File: config.mk
export PLATFORM = sky130hd
export DESIGN_NAME = disparity_to_grid_mesh_core
export DESIGN_NICKNAME = d
export VERILOG_FILES = /design/src/rtl/dgm_pkg.sv /design/src/rtl/dgm_front.sv /design/src/rtl/dgm_queue.sv /design/src/rtl/dgm_div.sv /design/src/rtl/dgm_back.sv /design/src/rtl/disparity_to_grid_mesh_core.sv
export SDC_FILE = /design/constraint.sdc
export NUM_CORES = 2
export LEC_CHECK = 0
export BUFFER_PORTS_ARGS = -buffer_cell sky130_fd_sc_hd__buf_2
export CORE_ASPECT_RATIO = 0.5
export CORE_MARGIN = 4
export CORE_UTILIZATION = 45
export DETAILED_ROUTE_END_ITERATION = 6
export RECOVER_POWER = 50
export SLEW_MARGIN = 10
export SYNTH_ARGS = -nofsm -noshare
export SYNTH_HDL_FRONTEND = slang
export SYNTH_HIERARCHICAL = 1
export SYNTH_SLANG_ARGS = --single-unit
export TNS_END_PERCENT = 50
File: constraint.sdc
create_clock -name i_clk -period 15.5 [get_ports i_clk]
set_input_delay 2.325 -clock i_clk [delete_from_list [all_inputs] [get_ports i_clk]]
set_output_delay 2.325 -clock i_clk [all_outputs]
set_load 0.02 [all_outputs]
File: src/rtl/dgm_pkg.sv
package dgm_pkg;

    localparam int MaxDim = 1024;
    localparam int DimW = $clog2(MaxDim + 1);
    localparam int IdxW = 20;
    localparam int QDepth = 4;
    localparam int QPtrW = $clog2(QDepth);
    localparam int DivW = 37;
    localparam int DivCntW = $clog2(DivW + 1);

    typedef enum logic [1:0] {
        KIND_VERTEX = 2'd0,
        KIND_FACE   = 2'd1,
        KIND_ERROR  = 2'd2
    } t_kind;

    typedef enum logic [2:0] {
        REG_OFFSET    = 3'd0,
        REG_SCALE     = 3'd1,
        REG_COL_CTR   = 3'd2,
        REG_ROW_CTR   = 3'd3,
        REG_COLS      = 3'd4,
        REG_ROWS      = 3'd5
    } t_reg_idx;

    typedef enum logic [1:0] {
        ST_IDLE,
        ST_DIV,
        ST_EMIT
    } t_back_state;

    typedef struct packed {
        logic signed [15:0] disparity;
        logic [9:0]         grid_row;
        logic [9:0]         grid_col;
    } t_in_item;

    typedef struct packed {
        logic [1:0]         kind;
        logic signed [31:0] pos_x;
        logic signed [31:0] pos_y;
        logic signed [31:0] pos_z;
        logic [19:0]        corner_a;
        logic [19:0]        corner_b;
        logic [19:0]        corner_c;
        logic               last;
    } t_out_item;

    typedef struct packed {
        logic signed [16:0] den;
        logic signed [31:0] num_x;
        logic signed [31:0] num_y;
        logic signed [36:0] num_z;
        logic               faces;
        logic [IdxW-1:0]    v00;
        logic [DimW-1:0]    cols;
    } t_job;

endpackage

File: src/rtl/dgm_front.sv
module dgm_front (
    input  logic               i_clk,
    input  logic               i_rst_n,
    input  logic               i_cfg_valid,
    output logic               o_cfg_ready,
    input  logic [2:0]         i_cfg_index,
    input  logic [31:0]        i_cfg_data,
    input  logic               i_take,
    input  dgm_pkg::t_in_item  i_item,
    output dgm_pkg::t_job      o_job
);
    import dgm_pkg::*;

    logic signed [15:0] r_offset;
    logic [23:0]        r_scale;
    logic [9:0]         r_col_ctr;
    logic [9:0]         r_row_ctr;
    logic [10:0]        r_cols;
    logic [10:0]        r_rows;
    logic [DimW-1:0]    cols;
    logic [DimW-1:0]    rows;
    logic [IdxW+DimW-1:0] prod;

    assign o_cfg_ready = 1'b1;

    always_ff @(posedge i_clk) begin
        if (!i_rst_n) begin
            r_offset  <= '0;
            r_scale   <= 24'd256;
            r_col_ctr <= '0;
            r_row_ctr <= '0;
            r_cols    <= 11'd640;
            r_rows    <= 11'd480;
        end else if (i_cfg_valid) begin
            unique case (i_cfg_index)
                REG_OFFSET:  r_offset  <= i_cfg_data[15:0];
                REG_SCALE:   r_scale   <= i_cfg_data[23:0];
                REG_COL_CTR: r_col_ctr <= i_cfg_data[9:0];
                REG_ROW_CTR: r_row_ctr <= i_cfg_data[9:0];
                REG_COLS:    r_cols    <= i_cfg_data[10:0];
                REG_ROWS:    r_rows    <= i_cfg_data[10:0];
                default: ;
            endcase
        end
    end

    always_comb begin
        if (r_cols < 11'd2) cols = DimW'(2);
        else if (r_cols > 11'(MaxDim)) cols = DimW'(MaxDim);
        else cols = DimW'(r_cols);
        if (r_rows < 11'd2) rows = DimW'(2);
        else if (r_rows > 11'(MaxDim)) rows = DimW'(MaxDim);
        else rows = DimW'(r_rows);
        prod = (IdxW+DimW)'(i_item.grid_row) * (IdxW+DimW)'(cols);
    end

    always_ff @(posedge i_clk) begin
        if (i_take) begin
            o_job.den   <= 17'(i_item.disparity) + 17'(r_offset);
            o_job.num_x <= {2'b00, r_col_ctr, 20'd0} - {2'b00, i_item.grid_col, 20'd0};
            o_job.num_y <= {2'b00, r_row_ctr, 20'd0} - {2'b00, i_item.grid_row, 20'd0};
            o_job.num_z <= -$signed({1'b0, r_scale, 12'd0});
            o_job.faces <= ((DimW+1)'(i_item.grid_row) + 1'b1 < (DimW+1)'(rows))
                        && ((DimW+1)'(i_item.grid_col) + 1'b1 < (DimW+1)'(cols));
            o_job.v00   <= prod[IdxW-1:0] + IdxW'(i_item.grid_col);
            o_job.cols  <= cols;
        end
    end
endmodule

File: src/rtl/dgm_queue.sv
module dgm_queue (
    input  logic           i_clk,
    input  logic           i_rst_n,
    input  logic           i_push,
    input  dgm_pkg::t_job  i_job,
    input  logic           i_pop,
    output dgm_pkg::t_job  o_job,
    output logic           o_empty,
    output logic           o_full,
    output logic           o_afull
);
    import dgm_pkg::*;

    t_job             r_mem [QDepth];
    logic [QPtrW-1:0] r_wr;
    logic [QPtrW-1:0] r_rd;
    logic [QPtrW:0]   r_cnt;

    assign o_empty = (r_cnt == '0);
    assign o_full  = (r_cnt == (QPtrW+1)'(QDepth));
    assign o_afull = (r_cnt == (QPtrW+1)'(QDepth - 1));
    assign o_job   = r_mem[r_rd];

    always_ff @(posedge i_clk) begin
        if (i_push) r_mem[r_wr] <= i_job;
    end

    always_ff @(posedge i_clk) begin
        if (!i_rst_n) begin
            r_wr  <= '0;
            r_rd  <= '0;
            r_cnt <= '0;
        end else begin
            if (i_push) r_wr <= r_wr + 1'b1;
            if (i_pop)  r_rd <= r_rd + 1'b1;
            r_cnt <= r_cnt + (QPtrW+1)'(i_push) - (QPtrW+1)'(i_pop);
        end
    end
endmodule

File: src/rtl/dgm_div.sv
module dgm_div (
    input  logic                            i_clk,
    input  logic                            i_rst_n,
    input  logic                            i_start,
    input  logic signed [dgm_pkg::DivW-1:0] i_num,
    input  logic signed [16:0]              i_den,
    output logic                            o_done,
    output logic signed [31:0]              o_quot
);
    import dgm_pkg::*;

    logic [DivW-1:0]    r_q;
    logic [DivW:0]      r_rem;
    logic [16:0]        r_d;
    logic               r_neg;
    logic               r_busy;
    logic [DivCntW-1:0] r_cnt;
    logic [DivW:0]      trial;
    logic [DivW:0]      shifted;
    logic signed [DivW:0] sq;

    always_comb begin
        shifted = {r_rem[DivW-1:0], r_q[DivW-1]};
        trial   = shifted - (DivW+1)'(r_d);
        sq      = r_neg ? -$signed({1'b0, r_q}) : $signed({1'b0, r_q});
    end

    always_ff @(posedge i_clk) begin
        if (!i_rst_n) begin
            r_busy <= 1'b0;
            o_done <= 1'b0;
        end else begin
            o_done <= 1'b0;
            if (i_start) begin
                r_busy <= 1'b1;
                r_cnt  <= DivCntW'(DivW);
                r_rem  <= '0;
                r_q    <= i_num[DivW-1] ? DivW'(-i_num) : DivW'(i_num);
                r_d    <= i_den[16] ? 17'(-i_den) : 17'(i_den);
                r_neg  <= i_num[DivW-1] ^ i_den[16];
            end else if (r_busy) begin
                if (!trial[DivW]) begin
                    r_rem <= trial;
                    r_q   <= {r_q[DivW-2:0], 1'b1};
                end else begin
                    r_rem <= shifted;
                    r_q   <= {r_q[DivW-2:0], 1'b0};
                end
                r_cnt <= r_cnt - 1'b1;
                if (r_cnt == DivCntW'(1)) begin
                    r_busy <= 1'b0;
                    o_done <= 1'b1;
                end
            end
        end
    end

    always_comb begin
        if (sq > $signed((DivW+1)'(32'h7FFFFFFF))) o_quot = 32'sh7FFFFFFF;
        else if (sq < -$signed((DivW+1)'(33'h80000000))) o_quot = 32'sh80000000;
        else o_quot = sq[31:0];
    end
endmodule

File: src/rtl/dgm_back.sv
module dgm_back (
    input  logic               i_clk,
    input  logic               i_rst_n,
    input  logic               i_empty,
    input  dgm_pkg::t_job      i_job,
    output logic               o_pop,
    output logic               o_valid,
    output dgm_pkg::t_out_item o_item
);
    import dgm_pkg::*;

    t_back_state r_state, n_state;
    t_job        r_job;
    logic [1:0]  r_step, n_step;
    logic signed [31:0] r_x, r_y, r_z;
    logic        div_start;
    logic [2:0]  div_done;
    logic signed [31:0] quot [3];
    logic signed [DivW-1:0] nums [3];
    logic        n_valid;
    t_out_item   n_item;
    logic [IdxW-1:0] v01, v10, v11;

    assign nums[0] = DivW'(i_job.num_x);
    assign nums[1] = DivW'(i_job.num_y);
    assign nums[2] = i_job.num_z;
    assign div_start = (r_state == ST_IDLE) && !i_empty && (i_job.den != '0);

    for (genvar g = 0; g < 3; g++) begin : g_div
        dgm_div u_div (
            .i_clk   (i_clk),
            .i_rst_n (i_rst_n),
            .i_start (div_start),
            .i_num   (nums[g]),
            .i_den   (i_job.den),
            .o_done  (div_done[g]),
            .o_quot  (quot[g])
        );
    end

    always_ff @(posedge i_clk) begin
        if (!i_rst_n) begin
            r_state <= ST_IDLE;
            r_step  <= '0;
            o_valid <= 1'b0;
        end else begin
            r_state <= n_state;
            r_step  <= n_step;
            o_valid <= n_valid;
        end
    end

    always_ff @(posedge i_clk) begin
        if (o_pop) r_job <= i_job;
        if (&div_done) begin
            r_x <= quot[0];
            r_y <= quot[1];
            r_z <= quot[2];
        end
        o_item <= n_item;
    end

    assign v01 = r_job.v00 + 1'b1;
    assign v10 = r_job.v00 + IdxW'(r_job.cols);
    assign v11 = v10 + 1'b1;

    always_comb begin
        n_state = r_state;
        n_step  = r_step;
        o_pop   = 1'b0;
        n_valid = 1'b0;
        n_item  = '0;
        unique case (r_state)
            ST_IDLE: begin
                if (!i_empty) begin
                    o_pop = 1'b1;
                    if (i_job.den == '0) begin
                        n_valid     = 1'b1;
                        n_item.kind = KIND_ERROR;
                        n_item.last = 1'b1;
                    end else begin
                        n_state = ST_DIV;
                    end
                end
            end
            ST_DIV: begin
                if (&div_done) begin
                    n_state = ST_EMIT;
                    n_step  = 2'd0;
                end
            end
            ST_EMIT: begin
                n_valid = 1'b1;
                n_step  = r_step + 1'b1;
                case (r_step)
                    2'd0: begin
                        n_item.kind  = KIND_VERTEX;
                        n_item.pos_x = r_x;
                        n_item.pos_y = r_y;
                        n_item.pos_z = r_z;
                        n_item.last  = !r_job.faces;
                        if (!r_job.faces) n_state = ST_IDLE;
                    end
                    2'd1: begin
                        n_item.kind     = KIND_FACE;
                        n_item.corner_a = r_job.v00;
                        n_item.corner_b = v01;
                        n_item.corner_c = v10;
                    end
                    default: begin
                        n_item.kind     = KIND_FACE;
                        n_item.corner_a = v10;
                        n_item.corner_b = v01;
                        n_item.corner_c = v11;
                        n_item.last     = 1'b1;
                        n_state         = ST_IDLE;
                    end
                endcase
            end
            default: n_state = ST_IDLE;
        endcase
    end
endmodule

File: src/rtl/disparity_to_grid_mesh_core.sv
// Disparity to grid mesh reprojection.
// Input: raise start with an item while busy is low; the beat is taken
// on that edge. The front stage registers the item, forms the denominator,
// the numerators (x, y in Q12.20), the face test and the cell's first vertex
// index, and pushes a job into a four-entry queue; busy rises when it would fill.
// Back end: three 37-step restoring dividers run in parallel for x, y, z.
// A job with faces yields a vertex and two faces on consecutive cycles,
// otherwise a vertex alone; a zero denominator yields one error beat.
// A vertex passes the front register, the queue, the dividers and the output
// register; an error beat skips the dividers. Sustained throughput is set by the
// dividers, while the queue keeps taking items; one item per cycle with a zero denominator.
// Results appear for one cycle with o_valid high, o_item.last on the
// final beat of each item. The receiver cannot stall; results never wait.
// Configuration: i_cfg_valid with i_cfg_index and i_cfg_data; o_cfg_ready
// is always high. Write only while idle.
// Reset (synchronous, active low) restores register defaults and empties
// the queue and the back end.
module disparity_to_grid_mesh_core (
    input  logic               i_clk,
    input  logic               i_rst_n,
    input  logic               start,
    output logic               busy,
    input  dgm_pkg::t_in_item  i_item,
    input  logic               i_cfg_valid,
    output logic               o_cfg_ready,
    input  logic [2:0]         i_cfg_index,
    input  logic [31:0]        i_cfg_data,
    output logic               o_valid,
    output dgm_pkg::t_out_item o_item
);
    import dgm_pkg::*;

    t_job job_f, job_q;
    logic take, r_push, pop, empty, full, afull;

    assign busy = full || (r_push && afull);
    assign take = start && !busy;

    always_ff @(posedge i_clk) begin
        if (!i_rst_n) r_push <= 1'b0;
        else r_push <= take;
    end

    dgm_front u_front (
        .i_clk, .i_rst_n, .i_cfg_valid, .o_cfg_ready, .i_cfg_index, .i_cfg_data,
        .i_take (take), .i_item, .o_job (job_f)
    );

    dgm_queue u_queue (
        .i_clk, .i_rst_n, .i_push (r_push), .i_job (job_f), .i_pop (pop),
        .o_job (job_q), .o_empty (empty), .o_full (full), .o_afull (afull)
    );

    dgm_back u_back (
        .i_clk, .i_rst_n, .i_empty (empty), .i_job (job_q), .o_pop (pop),
        .o_valid, .o_item
    );
endmodule

==> flow_summary_export.csv <==
group,metric,value,unit
outcome,status,"finished, violations left",
outcome,violations,"max-capacitance violations, max-slew violations",
clocking,cts_root_buf,"clkbuf_16",
worst_hold_path,hold_start,"u_back/g_div[0].u_div/r_busy",
route,drt_iter0_drc,3477,
worst_setup_path,critPathArrivalTime,10.23,ns
finish,area_growth,10.3,%
sta,worst_pin_slew,4.83,ns
synthesis,synthArstFlopShare,0,
worst_hold_path,worstHoldPathType,"flip-flop to flip-flop",
sta,finalMaxSlewViolations,923,
floorplanning,die_h,282,um
finish,fillCellCount,12979,
global_routing,grt_pass1_wl,239,mm
floorplanning,start_util,0.454,
synthesis,ys_seq_area_frac,0.573,
synthesis,yosysWarnings,6,
sta,totalNegativeSetupSlack,0,ns
worst_setup_path,required,15.81,ns
floorplanning,io_pins,237,
floorplanning,rows,100,
route,ant_nets,0,
floorplanning,coreArea,149000,um2
power,powerDensity,177,nW/um2
finish,seqCellArea,38800,um2
synthesis,yosysTopAreaCellShare,0.495,
sta,final_hold_viol_count,0,
synthesis,synth_top_cell_by_area,"edfxtp_1",
route,wire_per_inst,19.9,um
clocking,htreeDepth,4,
global_routing,grt_overflow_total,0,
worst_setup_path,cp_max_fo,207,
route,viasPerCell,5.54,
global_routing,grt_max_degree,208,
synthesis,syn_avg_cell_area,12.4,um2
job,max-cap-violations,18,
sta,period_needed,9.92,ns
power,peakVddDrop,0.102,mV
route,detail_route.first_pass.iterations,5,
synthesis,synth_edf_count,1118,
synthesis,syn_inst,5447,
placement,place_congestion,0.868,
floorplanning,die_x,557,um
placement,port_buffers,227,
synthesis,ys_types,112,
sta,setup_violations,0,
clocking,ctsResizeCount,0,
synthesis,synthFlopType,"edfxtp_1",
sta,max_freq,101,MHz
worst_setup_path,end_kind,"flip-flop",
finish,drive_gt1_frac,0.130,
clocking,cts_tree,"built",
power,p_leak,27.0,nW
floorplanning,die-area,157000,um2
power,p_total,13.2,mW
worst_hold_path,worst_hold_path.num_cells,2,
worst_setup_path,reg2reg_slack,5.58,ns
sta,finalClockSkew,0.0630,ns
clocking,cts_buffer_depth,4,
clocking,cts-buffers-inserted,138,
placement,hpwl,105,mm
global_routing,grtUsageTotal,0.191,
clocking,postCtsHoldBufs,0,
route,num_vias,42611,
global_routing,antenna_found_initial,8,
sta,relSlewSlack,-2.22,
worst_setup_path,timing.rr.end,"u_back/g_div[0].u_div/r_rem[12]",
finish,multi_input_area,26600,um2
worst_setup_path,path_class,"flip-flop to flip-flop",
clocking,clk_latency,0.76,ns
clocking,clock_sinks,1380,
sta,fin_crit_sh,0.640,
clocking,clk_pin_slew_worst_paths,0.07,ns
finish,final_nets,5975,
synthesis,yosys_register_bits,1380,
finish,fin_util,0.501,
sta,rsz0062_at_grt,"no",
worst_hold_path,holdPathEnd,"u_back/g_div[0].u_div/o_done",
synthesis,syn_area,67800,um2
worst_setup_path,startpoint_type,"flip-flop",
worst_setup_path,worstRegToRegCells,12,
global_routing,grt_pass1_vias,42141,
route,totalWireLength,153,mm
synthesis,synthTopCellsByArea,"edfxtp_1, dfxtp_1, mux4_2, ha_1, xor2_1",
route,drc,0,
clocking,cts_setup_buffers,0,
## logic make-up (layout without fill, tap and decap cells)
kind of cell,count (synthesis),count (layout),share of synthesized area
other cells,2,55,0.000111
fa+ha+maj,290,290,0.0632
mux,198,198,0.0574
xor+xnor,404,404,0.0524
compound gates,980,980,0.0953
buf+inv,569,778,0.0376
simple gates,1624,1624,0.121
flops,1380,1380,0.573
## layer usage
metal / GRT usage / part of all wire
met1: 0.269 / 0.46
met2: 0.313 / 0.47
met3: 0.0316 / 0.049
met4: 0.0456 / 0.021
met5: 0 / 0.000085
## layout by cell type (no fill, tap or decap), types with 19 or more instances in the layout
master / n
nor2b_1: 48
xnor2_1: 177
or2_2: 24
nor3_1: 89
clkbuf_16: 144
nand3b_1: 19
nor4_1: 49
mux2i_1: 25
nand3_1: 79
o21a_1: 23
a21boi_0: 87
and3_1: 124
o31ai_1: 101
a21oi_1: 279
inv_1: 265
o21ai_1: 28
or3_1: 71
xor2_1: 225
a21o_1: 27
buf_4: 24
nand2b_1: 55
mux2_2: 22
clkinv_1: 25
mux4_2: 150
buf_2: 221
clkbuf_1: 42
and2_1: 32
nand2_1: 473
o41ai_1: 44
ha_1: 203
fa_1: 87
conb_1: 53
o21ai_0: 199
or4_1: 67
nor2_1: 384
edfxtp_1: 1118
nand4_1: 30
dfxtp_1: 261
o21ai_2: 42
## how the worst max path moves through the flow
stage                                 endpoint  slack (ns)  depth (start not counted)
4_1_cts                      u_front/o_job[30]        8.42                         20
2_1_floorplan                u_front/o_job[29]        8.26                         19
3_5_place_dp                 u_front/o_job[30]        7.68                         18
5_1_grt          u_back/g_div[2].u_div/r_q[17]        4.09                         12
3_3_place_gp                 u_front/o_job[30]        7.62                         18
6_report       u_back/g_div[0].u_div/r_rem[12]        5.58                         12
## critical path: stages (launching register included)
cell and delay [ns]:
dfxtp_1 1.82, clkbuf_1 2.86, buf_4 0.99, mux4_2 0.65, nor4_1 0.11, nand4_1 0.10, nor4_1 0.05, buf_4 0.19
nor2b_4 0.12, buf_4 0.60, buf_12 0.59, o21a_4 0.23, buf_4 0.81
## through the flow
step                hold WS (ns)  worst slack [ns]  std cells  instance area (um2)
floorplan                  0.415              8.26       5498                68000
global placement           0.435              7.62       7459                70500
detailed placement         0.442              7.68       7459                70500
CTS                        0.422              8.42       7696                74900
global route               0.446              4.09       7697                74800
finish                     0.427              5.58       7698                74800
## power by group
group          internal [mW]  leakage [nW]  switching [mW]  total, mW
logic                   1.71          12.5            2.73       4.44
registers               4.94          12.3           0.507       5.45
clock network           1.91          2.16            1.41       3.32
## sequential cells by signal (all words and copies together) (netlist names), 16 cells and up, named ones only
signal,count
u_front/r_scale,24
u_front/o_job,96
u_back/r_job,32
u_back/g_div.u_div/r_cnt,18
u_front/r_offset,16
u_back/o_item,159
u_back/r_z,32
u_back/g_div.u_div/r_d,51
u_back/g_div.u_div/r_q,111
u_back/r_y,32
u_back/g_div.u_div/r_rem,111
u_back/r_x,32
u_queue/r_mem,600
## Yosys cell counts, drive strengths merged, types with 8 or more instances
library cell	n
nand2b	56
a22o	12
or3	74
nor4b	8
inv	269
nand3	81
nand4	32
edfxtp	1118
o21a	26
a31oi	19
buf	119
and2	45
mux4	150
or2	26
nand3b	19
a21boi	87
o21bai	14
nor2b	50
ha	203
a21o	27
a21oi	281
o31a	13
nand2	473
xnor2	177
xor2	226
nor4	54
fa	87
or4	72
a211oi	18
nor3b	13
mux2	23
dfxtp	262
nor2	388
mux2i	25
o41ai	48
and3	124
clkbuf	177
o21ai	269
o31ai	103
nor3	93
## cell type report
| class | count | share of cell area |
|---|---|---|
| flip-flops and latches | 1380 | 0.519 |
| multi-input cells | 3549 | 0.356 |
| clock buffers | 174 | 0.0509 |
| well taps | 1989 | 0.0333 |
| repair buffers | 268 | 0.0188 |
| inverters | 273 | 0.0137 |
| clock inverters | 63 | 0.00825 |
| diodes | 2 | 0.0000669 |
No activity file was read; power rests on OpenSTA's default activity.
